===== src/fbm_pkg.sv =====
package fbm_pkg;

	localparam int CHAR_W             = 16;
	localparam int START_W            = 32;
	localparam int OUT_POS_W          = 32;
	localparam int POSITION_WIDTH_DEF = 32;
	localparam int DEPTH_WIDTH_DEF    = 32;
	localparam int CFG_INDEX_W        = 1;
	localparam int IN_TDATA_W         = 48;
	localparam int OUT_TDATA_W        = 32;

	localparam logic [CHAR_W-1:0] CH_BACKSLASH = 16'h005C;
	localparam logic [CHAR_W-1:0] CH_QUOTE     = 16'h0022;
	localparam logic [CHAR_W-1:0] CH_SQ_OPEN   = 16'h005B;
	localparam logic [CHAR_W-1:0] CH_SQ_CLOSE  = 16'h005D;
	localparam logic [CHAR_W-1:0] CH_CU_OPEN   = 16'h007B;
	localparam logic [CHAR_W-1:0] CH_CU_CLOSE  = 16'h007D;
	localparam logic [CHAR_W-1:0] CH_RD_OPEN   = 16'h0028;
	localparam logic [CHAR_W-1:0] CH_RD_CLOSE  = 16'h0029;

	typedef enum logic [CFG_INDEX_W-1:0] {
		REG_OPEN_CHAR  = 1'b0,
		REG_CLOSE_CHAR = 1'b1
	} cfg_reg_t;

	typedef enum logic [1:0] {
		MODE_NORMAL = 2'd0,
		MODE_ESCAPE = 2'd1,
		MODE_QUOTE  = 2'd2
	} scan_mode_t;

	typedef struct packed {
		logic [CHAR_W-1:0]  char_code;
		logic               first;
		logic [START_W-1:0] start_position;
		logic               last;
	} item_t;

	typedef struct packed {
		logic                 found;
		logic [OUT_POS_W-1:0] match_position;
	} result_t;

endpackage


===== src/fbm_in_stage.sv =====
module fbm_in_stage
	import fbm_pkg::*;
(
	input  logic  clk,
	input  logic  arst_n,
	input  logic  in_valid,
	output logic  in_ready,
	input  item_t in_item,
	output logic  item_valid,
	input  logic  item_take,
	output item_t item
);

	logic  valid_s1;
	item_t item_s1;

	assign in_ready   = !valid_s1 || item_take;
	assign item_valid = valid_s1;
	assign item       = item_s1;

	always_ff @(posedge clk or negedge arst_n) begin
		if (!arst_n) begin
			valid_s1 <= 1'b0;
		end else if (in_valid && in_ready) begin
			valid_s1 <= 1'b1;
		end else if (item_take) begin
			valid_s1 <= 1'b0;
		end
	end

	always_ff @(posedge clk) begin
		if (in_valid && in_ready) begin
			item_s1 <= in_item;
		end
	end

endmodule


===== src/fbm_scan.sv =====
module fbm_scan
	import fbm_pkg::*;
#(
	parameter int POSITION_WIDTH = POSITION_WIDTH_DEF,
	parameter int DEPTH_WIDTH    = DEPTH_WIDTH_DEF
) (
	input  logic              clk,
	input  logic              arst_n,
	input  logic              fire,
	input  item_t             item,
	input  logic [CHAR_W-1:0] open_char,
	input  logic [CHAR_W-1:0] close_char,
	output logic              res_valid,
	output result_t           res
);

	localparam logic [POSITION_WIDTH-1:0] POS_MAX = '1;

	scan_mode_t                mode_q;
	logic [CHAR_W-1:0]         open_q;
	logic [CHAR_W-1:0]         close_q;
	logic [DEPTH_WIDTH-1:0]    depth_q;
	logic [POSITION_WIDTH-1:0] pos_q;
	logic                      finished_q;

	logic                      active;
	scan_mode_t                cur_mode;
	logic [CHAR_W-1:0]         cur_open;
	logic [CHAR_W-1:0]         cur_close;
	logic [DEPTH_WIDTH-1:0]    cur_depth;
	logic [POSITION_WIDTH-1:0] cur_pos;
	scan_mode_t                nxt_mode;
	logic [CHAR_W-1:0]         nxt_open;
	logic [CHAR_W-1:0]         nxt_close;
	logic [DEPTH_WIDTH-1:0]    nxt_depth;
	logic [DEPTH_WIDTH-1:0]    dec_depth;
	logic [POSITION_WIDTH-1:0] pos_inc;
	logic [POSITION_WIDTH-1:0] emit_pos;
	logic [POSITION_WIDTH-1:0] pos_hi;
	logic                      emit;
	logic                      hit;
	logic [CHAR_W-1:0]         ch;

	assign ch     = item.char_code;
	assign active = fire && (item.first || !finished_q);

	always_comb begin
		cur_mode  = item.first ? MODE_NORMAL : mode_q;
		cur_open  = item.first ? open_char : open_q;
		cur_close = item.first ? close_char : close_q;
		cur_depth = item.first ? '0 : depth_q;
		cur_pos   = item.first ? POSITION_WIDTH'(item.start_position) : pos_q;

		// saturating increment
		pos_inc   = (cur_pos == POS_MAX) ? cur_pos : cur_pos + 1'b1;
		dec_depth = cur_depth - 1'b1;

		nxt_mode  = cur_mode;
		nxt_open  = cur_open;
		nxt_close = cur_close;
		nxt_depth = cur_depth;
		emit      = 1'b0;
		hit       = 1'b0;
		emit_pos  = '0;

		case (cur_mode)
			MODE_ESCAPE: begin
				nxt_mode = MODE_NORMAL;
			end
			MODE_QUOTE: begin
				if (ch == CH_QUOTE) begin
					nxt_mode = MODE_NORMAL;
				end
			end
			default: begin
				nxt_mode = MODE_NORMAL;
				// pair detection from the first bracket seen
				if (cur_open == '0) begin
					case (ch)
						CH_SQ_OPEN, CH_SQ_CLOSE: begin
							nxt_open  = CH_SQ_OPEN;
							nxt_close = CH_SQ_CLOSE;
						end
						CH_CU_OPEN, CH_CU_CLOSE: begin
							nxt_open  = CH_CU_OPEN;
							nxt_close = CH_CU_CLOSE;
						end
						CH_RD_OPEN, CH_RD_CLOSE: begin
							nxt_open  = CH_RD_OPEN;
							nxt_close = CH_RD_CLOSE;
						end
						default: ;
					endcase
				end
				if (cur_open == '0 && nxt_open != '0 && !item.first) begin
					emit     = 1'b1;
					hit      = 1'b1;
					emit_pos = cur_pos;
				end else if (ch == nxt_open) begin
					nxt_depth = cur_depth + 1'b1;
				end else if (ch == nxt_close) begin
					nxt_depth = dec_depth;
					if (dec_depth == '0) begin
						emit     = 1'b1;
						hit      = 1'b1;
						emit_pos = pos_inc;
					end
				end else if (ch == CH_BACKSLASH) begin
					nxt_mode = MODE_ESCAPE;
				end else if (ch == CH_QUOTE) begin
					nxt_mode = MODE_QUOTE;
				end
			end
		endcase

		if (!emit && item.last) begin
			emit = 1'b1;
		end

		pos_hi = emit_pos >> OUT_POS_W;
	end

	assign res_valid          = active && emit;
	assign res.found          = hit;
	assign res.match_position = (|pos_hi) ? '1 : OUT_POS_W'(emit_pos);

	always_ff @(posedge clk or negedge arst_n) begin
		if (!arst_n) begin
			mode_q     <= MODE_NORMAL;
			open_q     <= '0;
			close_q    <= '0;
			depth_q    <= '0;
			pos_q      <= '0;
			finished_q <= 1'b1;
		end else if (active) begin
			mode_q     <= nxt_mode;
			open_q     <= nxt_open;
			close_q    <= nxt_close;
			depth_q    <= nxt_depth;
			pos_q      <= pos_inc;
			finished_q <= emit;
		end
	end

endmodule


===== src/fbm_out_stage.sv =====
module fbm_out_stage
	import fbm_pkg::*;
(
	input  logic    clk,
	input  logic    arst_n,
	input  logic    res_valid,
	input  result_t res,
	output logic    free,
	output logic    out_valid,
	input  logic    out_ready,
	output result_t out_res
);

	logic    valid_q;
	result_t res_q;

	assign free      = !valid_q || out_ready;
	assign out_valid = valid_q;
	assign out_res   = res_q;

	always_ff @(posedge clk or negedge arst_n) begin
		if (!arst_n) begin
			valid_q <= 1'b0;
		end else if (free) begin
			valid_q <= res_valid;
		end
	end

	always_ff @(posedge clk) begin
		if (free && res_valid) begin
			res_q <= res;
		end
	end

endmodule


===== src/forward_bracket_matcher.sv =====
// Forward bracket matcher: scans a stream of 16-bit characters from the item
// marked by tuser (first) and reports, on the master side, the position one
// past the bracket closing the one at the start (tuser = 1), the position of
// the first bracket seen when no pair is configured and it is not the start,
// or not-found (tuser = 0, tdata = 0) when tlast passes unmatched. Backslash
// escapes and double-quoted runs are skipped. One character is taken every
// cycle while the master side does not stall; a request is held in the
// input register while the scan logic works on it, and its result is
// registered in the output stage, which presents it on the master side.
// The scan stage updates depth, position and mode per character, which sets
// the rate of one character per clock. open_char and close_char are taken
// at the start of each search; write them only while the block is idle.
module forward_bracket_matcher
	import fbm_pkg::*;
#(
	parameter int POSITION_WIDTH = POSITION_WIDTH_DEF,
	parameter int DEPTH_WIDTH    = DEPTH_WIDTH_DEF
) (
	input  logic                   clk,
	input  logic                   arst_n,
	input  logic                   s_axis_tvalid,
	output logic                   s_axis_tready,
	input  logic [IN_TDATA_W-1:0]  s_axis_tdata,  // char_code, start_position
	input  logic                   s_axis_tuser,  // first
	input  logic                   s_axis_tlast,
	output logic                   m_axis_tvalid,
	input  logic                   m_axis_tready,
	output logic [OUT_TDATA_W-1:0] m_axis_tdata,  // match_position
	output logic                   m_axis_tuser,  // found
	input  logic                   cfg_valid,
	output logic                   cfg_ready,
	input  logic [CFG_INDEX_W-1:0] cfg_index,
	input  logic [CHAR_W-1:0]      cfg_data
);

	logic [CHAR_W-1:0] open_char_q;
	logic [CHAR_W-1:0] close_char_q;
	item_t             in_item;
	item_t             item;
	logic              item_valid;
	logic              item_take;
	logic              out_free;
	logic              res_valid;
	result_t           res;
	result_t           out_res;

	assign cfg_ready = 1'b1;

	always_ff @(posedge clk or negedge arst_n) begin
		if (!arst_n) begin
			open_char_q  <= '0;
			close_char_q <= '0;
		end else if (cfg_valid && cfg_ready) begin
			unique case (cfg_reg_t'(cfg_index))
				REG_OPEN_CHAR:  open_char_q  <= cfg_data;
				REG_CLOSE_CHAR: close_char_q <= cfg_data;
				default: ;
			endcase
		end
	end

	assign in_item.char_code      = s_axis_tdata[CHAR_W-1:0];
	assign in_item.start_position = s_axis_tdata[CHAR_W+START_W-1:CHAR_W];
	assign in_item.first          = s_axis_tuser;
	assign in_item.last           = s_axis_tlast;

	assign item_take = item_valid && out_free;

	fbm_in_stage u_in (
		.clk        (clk),
		.arst_n     (arst_n),
		.in_valid   (s_axis_tvalid),
		.in_ready   (s_axis_tready),
		.in_item    (in_item),
		.item_valid (item_valid),
		.item_take  (item_take),
		.item       (item)
	);

	fbm_scan #(
		.POSITION_WIDTH (POSITION_WIDTH),
		.DEPTH_WIDTH    (DEPTH_WIDTH)
	) u_scan (
		.clk        (clk),
		.arst_n     (arst_n),
		.fire       (item_take),
		.item       (item),
		.open_char  (open_char_q),
		.close_char (close_char_q),
		.res_valid  (res_valid),
		.res        (res)
	);

	fbm_out_stage u_out (
		.clk       (clk),
		.arst_n    (arst_n),
		.res_valid (res_valid),
		.res       (res),
		.free      (out_free),
		.out_valid (m_axis_tvalid),
		.out_ready (m_axis_tready),
		.out_res   (out_res)
	);

	assign m_axis_tdata = out_res.match_position;
	assign m_axis_tuser = out_res.found;

endmodule


===== config.mk =====
export PLATFORM = sky130hd
export DESIGN_NAME = forward_bracket_matcher
export DESIGN_NICKNAME = d
export VERILOG_FILES = /design/src/fbm_pkg.sv /design/src/fbm_in_stage.sv /design/src/fbm_scan.sv /design/src/fbm_out_stage.sv /design/src/forward_bracket_matcher.sv
export SDC_FILE = /design/constraint.sdc
export NUM_CORES = 1
export LEC_CHECK = 0
export BUFFER_PORTS_ARGS = -buffer_cell sky130_fd_sc_hd__buf_2
export CELL_PAD_IN_SITES_DETAIL_PLACEMENT = 1
export CELL_PAD_IN_SITES_GLOBAL_PLACEMENT = 2
export CORE_ASPECT_RATIO = 0.5
export CORE_MARGIN = 2
export CORE_UTILIZATION = 39
export DETAILED_ROUTE_END_ITERATION = 6
export HOLD_SLACK_MARGIN = 0.03
export PLACE_DENSITY_LB_ADDON = 0.1
export SETUP_SLACK_MARGIN = 0.5
export SLEW_MARGIN = 20
export SYNTH_ARGS = -nofsm -noshare
export SYNTH_HDL_FRONTEND = slang
export SYNTH_HIERARCHICAL = 1
export SYNTH_SLANG_ARGS = --single-unit

===== constraint.sdc =====
create_clock -name clk -period 5.95 [get_ports clk]
set_input_delay 0.2975 -clock clk [delete_from_list [all_inputs] [get_ports clk]]
set_output_delay 0.2975 -clock clk [all_outputs]
set_load 0.05 [all_outputs]

==> results, run 1 <==
- Post-CTS repair changed the size of 0 cells.
- Buffers added to address setup during post-CTS repair amount to 0.
- The area of all placed cells without fillers is ~16000 sq um.
- The post-synthesis average cell area is ~9.5 sq um.
- The remaining routing DRC violations is 0.
- In the layout the commonest cells are sky130_fd_sc_hd__nand2_1 (174), sky130_fd_sc_hd__dfrtp_1 (132), sky130_fd_sc_hd__buf_2 (105).
- VDD sags by at most roughly 250 uV.
- The first global-routing pass estimated around 77000 um of wire.
- The type of the worst min-delay path is primary input to flop.
- For this run, the top clock speed supported by timing is about 200 MHz.
- After synthesis, the cell types taking the most area are sky130_fd_sc_hd__dfrtp_1 (24%), sky130_fd_sc_hd__edfxtp_1 (18%), sky130_fd_sc_hd__nand2_1 (4.8%).
- The number of hold buffers added after CTS was 68.
- The maximum buffer depth of the clock tree is 3.
- The part of the total power dissipated in combinational logic is about 32%.
- The final max-slew violation count is 0.
- TritonCTS built the clock tree.
- Among all flip-flop cells after synthesis, the most frequent one is sky130_fd_sc_hd__dfrtp_1.
- The clock network latency to the later pin of the worst-skew pair is approximately 570 ps.
- The portion of the post-synthesis area used by sequential elements is between 40% and 50%.
- The total overflow reported by the global router is 0.
- For this run, asynchronously set or reset flops after synthesis account for approximately three fifths.
- The number of nets in the synthesized netlist is around 1500.
- The kind of critical path is flop to flop.
- From synthesis to final layout, the design area changed by 16.3%.
- The flow ran to the end, and the final reports show no timing, DRC or antenna violations.
- For the pin with the worst max-slew slack, the measured transition is around 1000 ps.
- Fill cells in the final layout number about 4000.
- The number of flip-flops and latches in the synthesized netlist is 216.
- The count of distinct cell types in the synthesized netlist is 100.
- Max-cap violations in this run came to 0.
- Synthesis produced 1428 cells.
- The largest net degree at the start of global routing is between 100 and 150.
- At the worst endpoint, the arrival time is 5470 ps.
- The total via count in the routed design is 12200.
- The sort of element at the start of the critical path is a flop.
- The power density relative to cell area is around 340 nW/um^2.
- The wire length per cell after detailed routing is between 20 and 25 um.
- The starting density of the core is ~39%.
- between 100 and 150 I/O pins were placed.
- Of the total power, the clock network draws 26.3%.
- The floorplan has 48 rows.
- Setup repair after global routing left no endpoint under its margin.
- For the finished layout, the period the worst path requires is between 5000 and 6000 ps.
- The die is roughly 140 um tall.
- Of the available clock period, the critical path in the final layout requires between 80% and 90%.
- For this design the total switching power over the nets is ~0.0020 W.
- The finished layout holds roughly 2000 standard cells, fillers aside.
- The analysis attributes to cell leakage a power of just over 6 nW.
- Cell internal power was estimated by the tool at about 0.0033 W.
- The share of the synthesized area in the top cell type is around a quarter.
- The worst setup path is captured at a flop.
- The clock buffer count from CTS is 22.
- For the worst setup path, the data required time is 6280 ps.
- The half-perimeter wire length after detailed placement is around 33000 um.
- The worst pin sits at a relative slew slack of 34.0%.
- Summed over all layers, the routed wires come to 49500 um.
- The total core area is 34400 sq um.
- CTS saw about 220 sinks.
- The most area-hungry cell type in the Yosys netlist is sky130_fd_sc_hd__dfrtp_1.
- The synthesized design contains 83 enable-type register cells.
- The clock edge transition at the registers on the reported setup and hold paths is 70 ps.
- The number of warnings reported in the yosys synthesis log is 6.
- Setup violations remaining at the end of the flow were counted as 0.
- In this run the number of H-tree levels came out at 1.
- Routability-driven placement finished with a final weighted congestion of between 0.8 and 0.9.
- The part of the power in registers is around two fifths.
- In this run the remaining antenna-violating nets after routing total 0.
- The floorplan step defined a die boundary enclosing 36400 sq um.
- The net count of the finished layout is between 1500 and 2000.
- The antenna cell count is 0.
- The switching share of power is 38.3%.
- The average vias per placed instance is around 6.0.
- The number of placed instances, taps included, is around 1900.
- The width of the die is about 270 um.
- The number of DRC markers after the initial detailed-route iteration is 900.
- Between clock sinks in the finished design, the worst skew comes to about 27 ps.
- The mapped netlist covers between 10000 and 15000 sq um.
- In this run the worst path has a maximum fanout of 115.
- The placed instances occupy a cell area of between 10000 and 15000 sq um.
- The fraction of layout instances using a drive strength above 1 is approximately 16%.
- The number of detailed-routing iterations run before antenna repair is 5.
- In the global route stage, overall resource usage came out at about 27%.
- The number of input and output port buffers inserted is around 110.
- The number of global-route vias before repair was between 10000 and 15000.
- The root buffer selected by CTS is sky130_fd_sc_hd__clkbuf_16.
- Leaving out fill and tap cells, the most frequent cell in the layout is sky130_fd_sc_hd__nand2_1.
- The initial antenna violation count is 1.
- The hold violation count in the final report was 0.
- The post-route setup TNS is 0 ps.
## registers in the layout, indices dropped and copies added, names as in the netlist
register,flops
u_scan/mode_q,2
open_char_q,16
u_scan/pos_q,32
u_scan/depth_q,32
u_scan/close_q,16
close_char_q,16
u_scan/open_q,16
u_in/item_valid,1
u_scan/finished_q,1
u_in/item,50
u_out/out_res,33
u_out/out_valid,1
## cell type report
cell class | instances | area, sq um | area share (%)
inverter | 24 | 90.1 | 0.570
sequential | 216 | 5820 | 36.9
multi-input combinational | 1080 | 7170 | 45.4
clock inverter | 7 | 58.8 | 0.372
tap | 475 | 594 | 3.76
clock buffer | 33 | 642 | 4.06
timing repair buffer | 199 | 1420 | 8.97
## power groups by stage
stage	logic, W	registers [W]	clock network, W
after floorplan	0.00121	0.00213	0
after global placement	0.00163	0.00220	0
after detailed placement	0.00168	0.00222	0
after CTS	0.00172	0.00220	0.00143
after global routing	0.00190	0.00225	0.00149
final	0.00173	0.00220	0.00140
## worst paths after layout
kind / start / endpoint / cells past startpoint / slack [ps]
max in group asynchronous: arst_n / u_scan/close_q[15] / 3 / 4140
setup / recovery: u_in/item[33] / u_out/out_res[19] / 11 / 800
hold / removal: m_axis_tready / u_out/out_valid / 3 / 140
min in group asynchronous: arst_n / u_scan/depth_q[24] / 2 / 380
hold reg to reg: u_scan/mode_q[0] / u_scan/mode_q[0] / 2 / 490
setup reg to reg: u_in/item[33] / u_out/out_res[19] / 11 / 800
## layer usage
layer	up-vias	GRT usage, %	part of all wire (%)
met5	-	0	0
met4	0	6.52	2.0
met3	80	4.04	5.1
met2	296	46.9	48
met1	6284	36.6	45
li1	5505	-	-
## logic make-up after synthesis
family	synth area share (%)
fa+ha+maj	0.461
xor+xnor	6.51
compound gates	16.5
flops	42.9
buf+inv	4.43
mux	8.54
other cells	0.0276
simple gates	20.7
## synth_stat cells, drive strengths merged (14+ instances only)
master	count
clkbuf	67
o21ai	73
nor4	35
or3	15
xnor2	66
xor2	35
edfxtp	83
nand2	176
mux2i	48
a22oi	15
nand3	64
buf	41
inv	22
dfrtp	132
nor3	33
nor2b	14
nand3b	22
a31oi	19
nand4	22
and3	17
mux2	57
a21oi	70
nor2	99
## critical path: stages, from the launching register on
cell	delay (ps)
sky130_fd_sc_hd__edfxtp_1	400
sky130_fd_sc_hd__buf_12	440
sky130_fd_sc_hd__buf_4	620
sky130_fd_sc_hd__mux2i_1	510
sky130_fd_sc_hd__a211oi_1	210
sky130_fd_sc_hd__and4_1	350
sky130_fd_sc_hd__a211oi_1	590
sky130_fd_sc_hd__a21boi_1	630
sky130_fd_sc_hd__and3_1	330
sky130_fd_sc_hd__nand2_1	90
sky130_fd_sc_hd__xnor2_1	170
sky130_fd_sc_hd__nor4b_1	380
## per-stage QoR
stage / util, % / hold slack [ps] / setup slack (ps) / power (W)
after detailed placement: 41.9 / 416 / 852 / 0.00390
after CTS: 45.9 / 129 / 838 / 0.00535
after global placement: 41.9 / 415 / 1090 / 0.00383
final: 45.9 / 136 / 804 / 0.00534
after global routing: 45.9 / 124 / 523 / 0.00563
after floorplan: - / 1.91 / 856 / 0.00335
(Power assumes the default switching activity.)
==> inputs of run 2 (changes only) <==
--- a/config.mk
+++ b/config.mk
@@ -5,15 +5,13 @@
 export SDC_FILE = /design/constraint.sdc
 export NUM_CORES = 1
 export LEC_CHECK = 0
-export BUFFER_PORTS_ARGS = -buffer_cell sky130_fd_sc_hd__buf_2
-export CELL_PAD_IN_SITES_DETAIL_PLACEMENT = 1
-export CELL_PAD_IN_SITES_GLOBAL_PLACEMENT = 2
 export CORE_ASPECT_RATIO = 0.5
 export CORE_MARGIN = 2
-export CORE_UTILIZATION = 39
+export CORE_UTILIZATION = 54
 export DETAILED_ROUTE_END_ITERATION = 6
+export DONT_BUFFER_PORTS = 1
 export HOLD_SLACK_MARGIN = 0.03
-export PLACE_DENSITY_LB_ADDON = 0.1
+export PLACE_DENSITY = 0.69
 export SETUP_SLACK_MARGIN = 0.5
 export SLEW_MARGIN = 20
 export SYNTH_ARGS = -nofsm -noshare
==> run 2 against run 1 <==
  * Via count decreased by 3.7%
  * Critical path type unchanged
  * Clock power barely moved
  * Register-to-register slack better by 230 ps
  * Critical endpoint unchanged
==> results, run 2 (same netlist as run 1, synthesis figures left out) <==
- The most common cell after layout, fill and taps aside is sky130_fd_sc_hd__nand2_1.
- In the final layout, the share of cells above drive strength 1 is 10.4%.
- The worst hold path begins at cfg_index.
- The run finished with clean final reports.
- Summing all non-filler instances in the final layout gives an area of approximately 15000 sq um.
- The die footprint is 26500 sq um.
- The final max-slew violation count is 0.
- The most critical setup path has its startpoint at u_in/item[33].
- Signal routing reaches up to met4.
- The critical path goes through buf_12 > buf_6 > mux2i_1 > inv_1 > ha_1 > a21boi_0 > and4_1 > a211oi_1 > a21boi_1 > and3_1 > nand2_1 > xnor2_1 > nor4b_1.
- Summed over all layers, the routed wires come to 42700 um.
- The worst setup path is launched from a flop.
- The largest net degree at the start of global routing is between 150 and 200.
- The number of DRC markers after the initial detailed-route iteration is around 1400.
- Based on the critical path, the design can be clocked at up to between 200 and 250 MHz.
- Once detail routing completed, the nets flagged for antenna violations numbered 0.
- The routed design uses slightly below 20000 um of met2 wire.
- Clock-pin slew was measured on the worst setup and hold paths at approximately 70 ps.
- The part of the cycle the worst path needs is slightly above 80%.
- The worst flop-to-flop path startpoint is u_in/item[33].
- The total overflow reported by the global router is 0.
- The number of detailed-routing iterations run before antenna repair is 6.
- The time the final worst path needs with I/O delays and setup is roughly 4900 ps.
- From synthesis to final layout, the design area changed by 11.2%.
- In this run the number of H-tree levels came out at 1.
- For this run, design rule violations remaining after detail routing come to 0.
- Max-cap violations in this run came to 0.
- The number of standard cells in the layout, taps in and fillers out is about 1800.
- Setup repair after global routing left no endpoint under its margin.
- The share of the core filled with cells in the final layout is around 62%.
- After detailed routing, the wire length on met1 is roughly 18000 um.
- The type of the worst min-delay path is primary input to flop.
- In this run the standard cell core region covers about 24000 sq um.
- The average vias per placed instance is 6.56.
- For the final routed database, the setup TNS stands at 0 ps.
- The library cells used most frequently in the layout, excluding fill and tap cells, are sky130_fd_sc_hd__nand2_1 (173), sky130_fd_sc_hd__dfrtp_1 (132), sky130_fd_sc_hd__nor2_1 (97).
- The worst setup path is captured at a flop.
- In the final routed layout, each cell accounts on average for around 24 um.
- For this run, the total global-route usage over all layers was measured as 32.2%.
- The register with the most flip-flops in the layout has 50 of them.
- The slew at the pin with the worst max-slew slack is roughly 1100 ps.
- The worst-case IR drop observed on VDD is just under 400 uV.
- The tree is rooted in a sky130_fd_sc_hd__clkbuf_16.
- The initial antenna violation count was 1.
- The total via count in the routed design is approximately 12000.
- The clock buffer count from CTS is 21.
- The arrival time at the worst endpoint is approximately 5300 ps.
- The hold violation count in the final report was 0.
- The number of global-route vias before repair is around 12000.
- The number of buffers and inverters on the critical path is 3.
- The cell family with the largest share of critical-path delay is compound AO/OA/AOI/OAI gates.
- The row count is 40.
- The number of cells in the design after placement is approximately 1700.
- Summing all placed instances gives a cell area of between 10000 and 15000 sq um.
- The number of input and output port buffers inserted is 0.
- Routability-driven placement finished with a final weighted congestion of slightly below 1.
- TritonCTS built the clock tree.
- The clock reaches the later pin of the worst-skew pair after 540 ps.
- The critical path in this run is classified as flop to flop.
- The biggest cell delay along the critical path is around 570 ps.
- Setup violations remaining at the end of the flow were counted as 0.
- After clock tree synthesis, the setup repair step added 0 buffers.
- Summed over all nets, the half-perimeter wirelength after detailed placement is 27700 um.
- The leakage component of the power is between 5 and 6 nW.
- The max-slew headroom at the worst pin is 26.7%.
- The clock net in this run drives a total of between 200 and 250 sinks.
- The chip height is between 100 and 150 um.
- At the worst endpoint, the required time is 6280 ps.
- The initial utilization of the core area, before any placement, comes to 55.8%.
- Power spread over the standard cell area amounts to around 350 nW/um^2.
- For this run, the post-layout net count is between 1500 and 2000.
- Between clock sinks in the finished design, the worst skew comes to 24.3 ps.
- The cell with the largest stage delay on the worst path is sky130_fd_sc_hd__a211oi_1.
- The floorplan step set the die width to between 200 and 250 um.
- The met3 wire length is approximately 3500 um.
- In this run the count of I/O pins placed on the die edge is 108.
- The wire length of the first global-routing pass is roughly 67000 um.
- The largest fanout on the critical path is around 150.
- The maximum buffer depth of the clock tree is 3.
-- run 2: changes by cell type in the layout (fill, tap and decap cells not counted), moves of 2 or more --
cell	delta
sky130_fd_sc_hd__clkinv_2	-4
sky130_fd_sc_hd__inv_6	+4
sky130_fd_sc_hd__bufinv_16	+2
sky130_fd_sc_hd__clkbuf_8	-3
sky130_fd_sc_hd__buf_4	-6
sky130_fd_sc_hd__buf_2	-105
sky130_fd_sc_hd__clkbuf_1	-5
sky130_fd_sc_hd__clkinvlp_4	+5
-- run 2: through the flow --
stage | setup WS, ps | hold WS, ps | power [W]
global placement | 1130 | 6.53 | 0.00373
finish | 1030 | 140 | 0.00527
detailed placement | 1040 | 6.54 | 0.00376
CTS | 992 | 121 | 0.00522
floorplan | 856 | 1.91 | 0.00335
global route | 610 | 138 | 0.00552
-- run 2: what timing repair did --
action                     in CTS  in global routing
setup endpoints to repair       0                  4
hold buffers                   70                  0
resized for setup               0                  1
hold endpoints to repair      217                  0
-- run 2: path summary, 6_finish.rpt --
check                                endpoint  slack [ps]  cells past startpoint
max in group asynchronous   u_scan/open_q[14]        4960                      2
max reg2reg                 u_out/out_res[19]        1030                     13
min                            open_char_q[6]         140                      2
min in group asynchronous  u_scan/depth_q[20]         390                      2
min reg2reg                  u_scan/pos_q[28]         480                      2
max                         u_out/out_res[19]        1030                     13
-- run 2: cell type report --
cell class	instances	area (sq um)
antenna	1	2.50
clock buffer	24	557
clock inverter	14	150
fill	2069	9220
inverter	24	90.1
multi-input combinational	1080	7180
sequential	216	5820
tap	336	420
timing repair buffer	90	885
-- run 2: routing by layer --
layer  vias up  global-route usage [%]
met1      5735                    43.8
met2       593                    53.4
li1       5285                       -
met4         0                    10.6
met5         -                       0
met3       104                    5.27
-- run 2: power breakdown --
part	switching (W)	total, W	internal (W)
clock network	0.000642	0.00142	0.000773
logic	0.000927	0.00158	0.000656
registers	0.000411	0.00227	0.00186
==> inputs of run 3 (changes only) <==
--- a/config.mk
+++ b/config.mk
@@ -5,13 +5,14 @@
 export SDC_FILE = /design/constraint.sdc
 export NUM_CORES = 1
 export LEC_CHECK = 0
+export ABC_AREA = 1
 export CORE_ASPECT_RATIO = 0.5
 export CORE_MARGIN = 2
 export CORE_UTILIZATION = 54
 export DETAILED_ROUTE_END_ITERATION = 6
 export DONT_BUFFER_PORTS = 1
 export HOLD_SLACK_MARGIN = 0.03
-export PLACE_DENSITY = 0.69
+export PLACE_DENSITY = 0.72
 export SETUP_SLACK_MARGIN = 0.5
 export SLEW_MARGIN = 20
 export SYNTH_ARGS = -nofsm -noshare
==> constraint.sdc (replaced) <==
create_clock -name clk -period 4 [get_ports clk]
set_input_delay 0.2 -clock clk [delete_from_list [all_inputs] [get_ports clk]]
set_output_delay 0.2 -clock clk [all_outputs]
set_load 0.05 [all_outputs]
==> run 3 against run 2 <==
  * The flow now finishes with violations (design-rule violations)
  * Sequential power up 46%
  * Via count is 19% higher
  * Register-to-register slack got worse by 710 ps
  * Fmax rose by 34%
  * Combinational power rose by 110%
  * Die area up 3.7%
  * Routed wire length increased by 7.7%
  * Critical path depth rose by 14
  * Sequential cell count unchanged
  * Largest cell class unchanged
==> results, run 3 <==
- The run finished, with violations left.
- The final reports fail on design-rule violations.
- For this run, the leading register cell type out of synthesis is sky130_fd_sc_hd__dfrtp_1.
- The clock drives ~220 sinks.
- Synthesis inferred ~220 register bits.
- The top achievable clock speed is about 270 MHz.
- After routing, the total negative slack on setup checks comes to 0 ps.
- The number of flip-flops in the largest register is 50.
- The kind of critical path is flop to flop.
- The half-perimeter wire length after detailed placement is ~30000 um.
- The type of the worst min-delay path is primary input to asynchronous set/reset pin.
- The max-capacitance violation count is 0.
- The cell with the largest stage delay on the worst path is sky130_fd_sc_hd__edfxtp_1.
- Entering global routing, the biggest net connects between 100 and 150 pins.
- The biggest cell delay along the critical path is ~410 ps.
- The clock skew after layout is a little over 10 ps.
- The number of global-route vias before repair is 12900.
- STA classifies the critical path endpoint as a flop.
- The chip height is around 120 um.
- The clock passes through at most 3 buffers.
- In the routed design, unresolved DRC markers number 1.
- The commonest cells after synthesis are sky130_fd_sc_hd__nand2_1 (669), sky130_fd_sc_hd__inv_1 (206), sky130_fd_sc_hd__nor2_1 (195).
- The number of nets still failing antenna checks after routing is 0.
- The first global-routing pass estimated 70400 um of wire.
- The number of DRC markers after the initial detailed-route iteration is about 1500.
- The row count is approximately 40.
- In the final layout, the share of cells above drive strength 1 is between 10% and 20%.
- The hold violation count in the final report is 0.
- Setup repair after global routing could not meet its margin everywhere.
- Of all flip-flops after synthesis, the portion carrying an async set or reset was just over 60%.
- For the worst flop-to-flop path, the logic depth is 27.
- In the post-synthesis netlist, the cell with the most instances is sky130_fd_sc_hd__nand2_1.
- The total overflow reported by the global router is 0.
- The clock edge transition at the registers on the reported setup and hold paths is roughly 70 ps.
- In this run the critical register-to-register path is launched from u_in/item[33].
- The final layout contains between 2000 and 2500 nets.
- Buffers placed on the I/O ports in this run total 0.
- The top cell types in the final layout, fill and taps aside, are sky130_fd_sc_hd__nand2_1 (636), sky130_fd_sc_hd__inv_1 (203), sky130_fd_sc_hd__nor2_1 (168).
- The worst setup path is launched from a flop.
- The number of standard cells in the layout, taps in and fillers out is roughly 2500.
- Data on the critical path is required at its endpoint by roughly 4200 ps.
- The global router's overall resource usage is between 30 and 40%.
- Clock latency on the worst-skew pair, taken at its later pin, is 510 ps.
- The setup violation total in the final timing report is 0.
- The synthesized cell area is 14100 sq um.
- From left edge to right edge, the die measures between 200 and 250 um.
- From synthesis to final layout, the design area changed by 23.4%.
- The average vias per placed instance is between 5 and 6.
- In the final routed layout, each cell accounts on average for about 19 um.
- The initial antenna violation count is 2.
- For this run, the detailed router's first-pass iteration total came to 7.
- The setup slack of the worst register-to-register path is ~320 ps.
- TritonCTS built the clock tree.
- The number of placed instances, taps included, is 2292.
- The final max-slew violation count is 0.
- Summed over its instances, the top area cell type makes up between 20% and 30% of the synthesized netlist area.
- For the pin with the worst max-slew slack, the measured transition is 1140 ps.
- In this run, CTS created clock tree buffers numbering 21.
- The power density relative to cell area is approximately 500 nW/um^2.
- In the finished design, the share of the clock period the worst path needs comes to roughly 92%.
- In this run, synthesis inferred 83 flip-flops with an integrated enable.
- In this run the worst path has a maximum fanout of 9.
- CTS built an H-tree with a depth of 1.
- The portion of the post-synthesis area used by sequential elements is just over 40%.
- The net count after synthesis is just over 2000.
- The root buffer selected by CTS is sky130_fd_sc_hd__clkbuf_16.
- The placer's final routability congestion estimate is about 1.
- The total via count in the routed design is 14000.
- The arrival time at the worst endpoint is roughly 3900 ps.
- The leakage component of the power is approximately 8.3 nW.
- The end of the worst register-to-register path is u_out/out_res[13].
- The most common cell after layout, fill and taps aside is sky130_fd_sc_hd__nand2_1.
- The synthesized instance count is 1986.
- The worst vdd rail ir drop is ~260 uV.
- Yosys printed 6 warnings.
- The starting density of the core is 55.5%.
- The average instance in the mapped netlist occupies 7.09 sq um.
- The max-slew headroom at the worst pin is approximately a quarter.
- The most area-hungry cell type in the Yosys netlist is sky130_fd_sc_hd__dfrtp_1.
- After synthesis, the netlist uses 53 different library cells.
- The total core area is 25400 sq um.
- The time the final worst path needs with I/O delays and setup is around 3700 ps.
- The final wirelength is 45900 um.
- During I/O placement, the number of pins put on the boundary was about 110.
- The die footprint is between 20000 and 30000 sq um.
- By instance count, the cell type seen most on the critical path is sky130_fd_sc_hd__nand2_1.
- By area the synthesized netlist is led by sky130_fd_sc_hd__dfrtp_1 (23%), sky130_fd_sc_hd__nand2_1 (18%), sky130_fd_sc_hd__edfxtp_1 (18%).
==> run 3: cell types whose count changed in the layout (fill, tap and decap cells not counted), sizes merged, moves of 69 or more <==
| cell | before | now |
|---|---|---|
| nand2 | 176 | 699 |
| nor2 | 99 | 219 |
| buf | 21 | 101 |
| nand3 | 64 | 133 |
| inv | 26 | 224 |
| o21ai | 73 | 151 |
==> run 3: timing repair <==
action                                  CTS  global route
cloned                                    8             2
pin swaps                                11            35
endpoints found under the setup margin   85           106
setup buffers                            20            34
hold buffers                             88             0
endpoints found under the hold margin   217             0
gates resized for setup                  61           123
==> run 3: cell families (layout without fill, tap and decap cells) <==
kind of cell | after synthesis | in the layout | synth area share [%]
and+or+nand+nor | 1156 | 1156 | 35.7
buffers and inverters | 308 | 457 | 9.85
AOI/OAI and AO/OA | 245 | 247 | 9.24
DFF | 216 | 216 | 41.3
xor gates and xnor gates | 50 | 50 | 3.11
adders and majority gates | 5 | 5 | 0.444
muxes | 5 | 5 | 0.364
other | 1 | 3 | 0.0266
==> run 3: how the worst max path moves through the flow <==
stage / start / slack [ps] / cells past startpoint / endpoint
floorplan: u_in/item[33] / 520 / 24 / u_out/out_res[0]
global placement: u_in/item[33] / 240 / 23 / u_out/out_res[23]
detailed placement: u_in/item[35] / 190 / 20 / u_out/out_res[29]
CTS: u_in/item[33] / 480 / 25 / u_out/out_res[22]
global route: u_in/item[33] / 200 / 29 / u_out/out_res[9]
finish: u_in/item[33] / 320 / 27 / u_out/out_res[13]
==> run 3: area by class of cell <==
cell class              count  area (sq um)
diodes                      2          5.00
clock buffers              29           556
inverters                 227           878
well taps                 344           430
repair buffers            191          2020
flip-flops and latches    216          5820
multi-input cells        1464          7560
fillers                  2116          8010
clock inverters             8          96.3
repair inverters            2          13.8
==> run 3: report_power, final <==
group	switching [W]	internal, W
Sequential	0.000477	0.00284
Combinational	0.00221	0.00116
Clock	0.000876	0.00111
Total	0.00356	0.00511
==> run 3: critical path, delay by kind of cell (launching register included) <==
| family | cells | cell delay (ps) |
|---|---|---|
| and+or+nand+nor | 16 | 1530 |
| buffers and inverters | 9 | 1150 |
| DFF | 1 | 410 |
| AOI/OAI and AO/OA | 2 | 320 |
==> run 3: metrics by stage <==
| stage | hold slack (ps) | setup WS, ps | util (%) | power [W] | cell area (sq um) |
|---|---|---|---|---|---|
| 6_report | 304 | 323 | 68.4 | 0.00867 | 17400 |
| 5_1_grt | 292 | 200 | 68.4 | 0.00919 | 17400 |
| 4_1_cts | 289 | 485 | 65.2 | 0.00833 | 16600 |
| 3_5_place_dp | -89.4 | 189 | 56.8 | 0.00603 | 14400 |
| 3_3_place_gp | -88.6 | 244 | 56.8 | 0.00599 | 14400 |
| 2_1_floorplan | -95.6 | 519 | - | 0.00530 | 14100 |
==> run 3: per-layer routing <==
metal	wire, um	share of wire [%]	vias to the layer above	global-route usage [%]
li1	-	-	6655	-
met1	19400	42	6564	44.3
met2	20800	45	631	51.8
met3	4460	9.7	105	9.56
met4	1260	2.7	0	8.77
met5	0	0	-	0
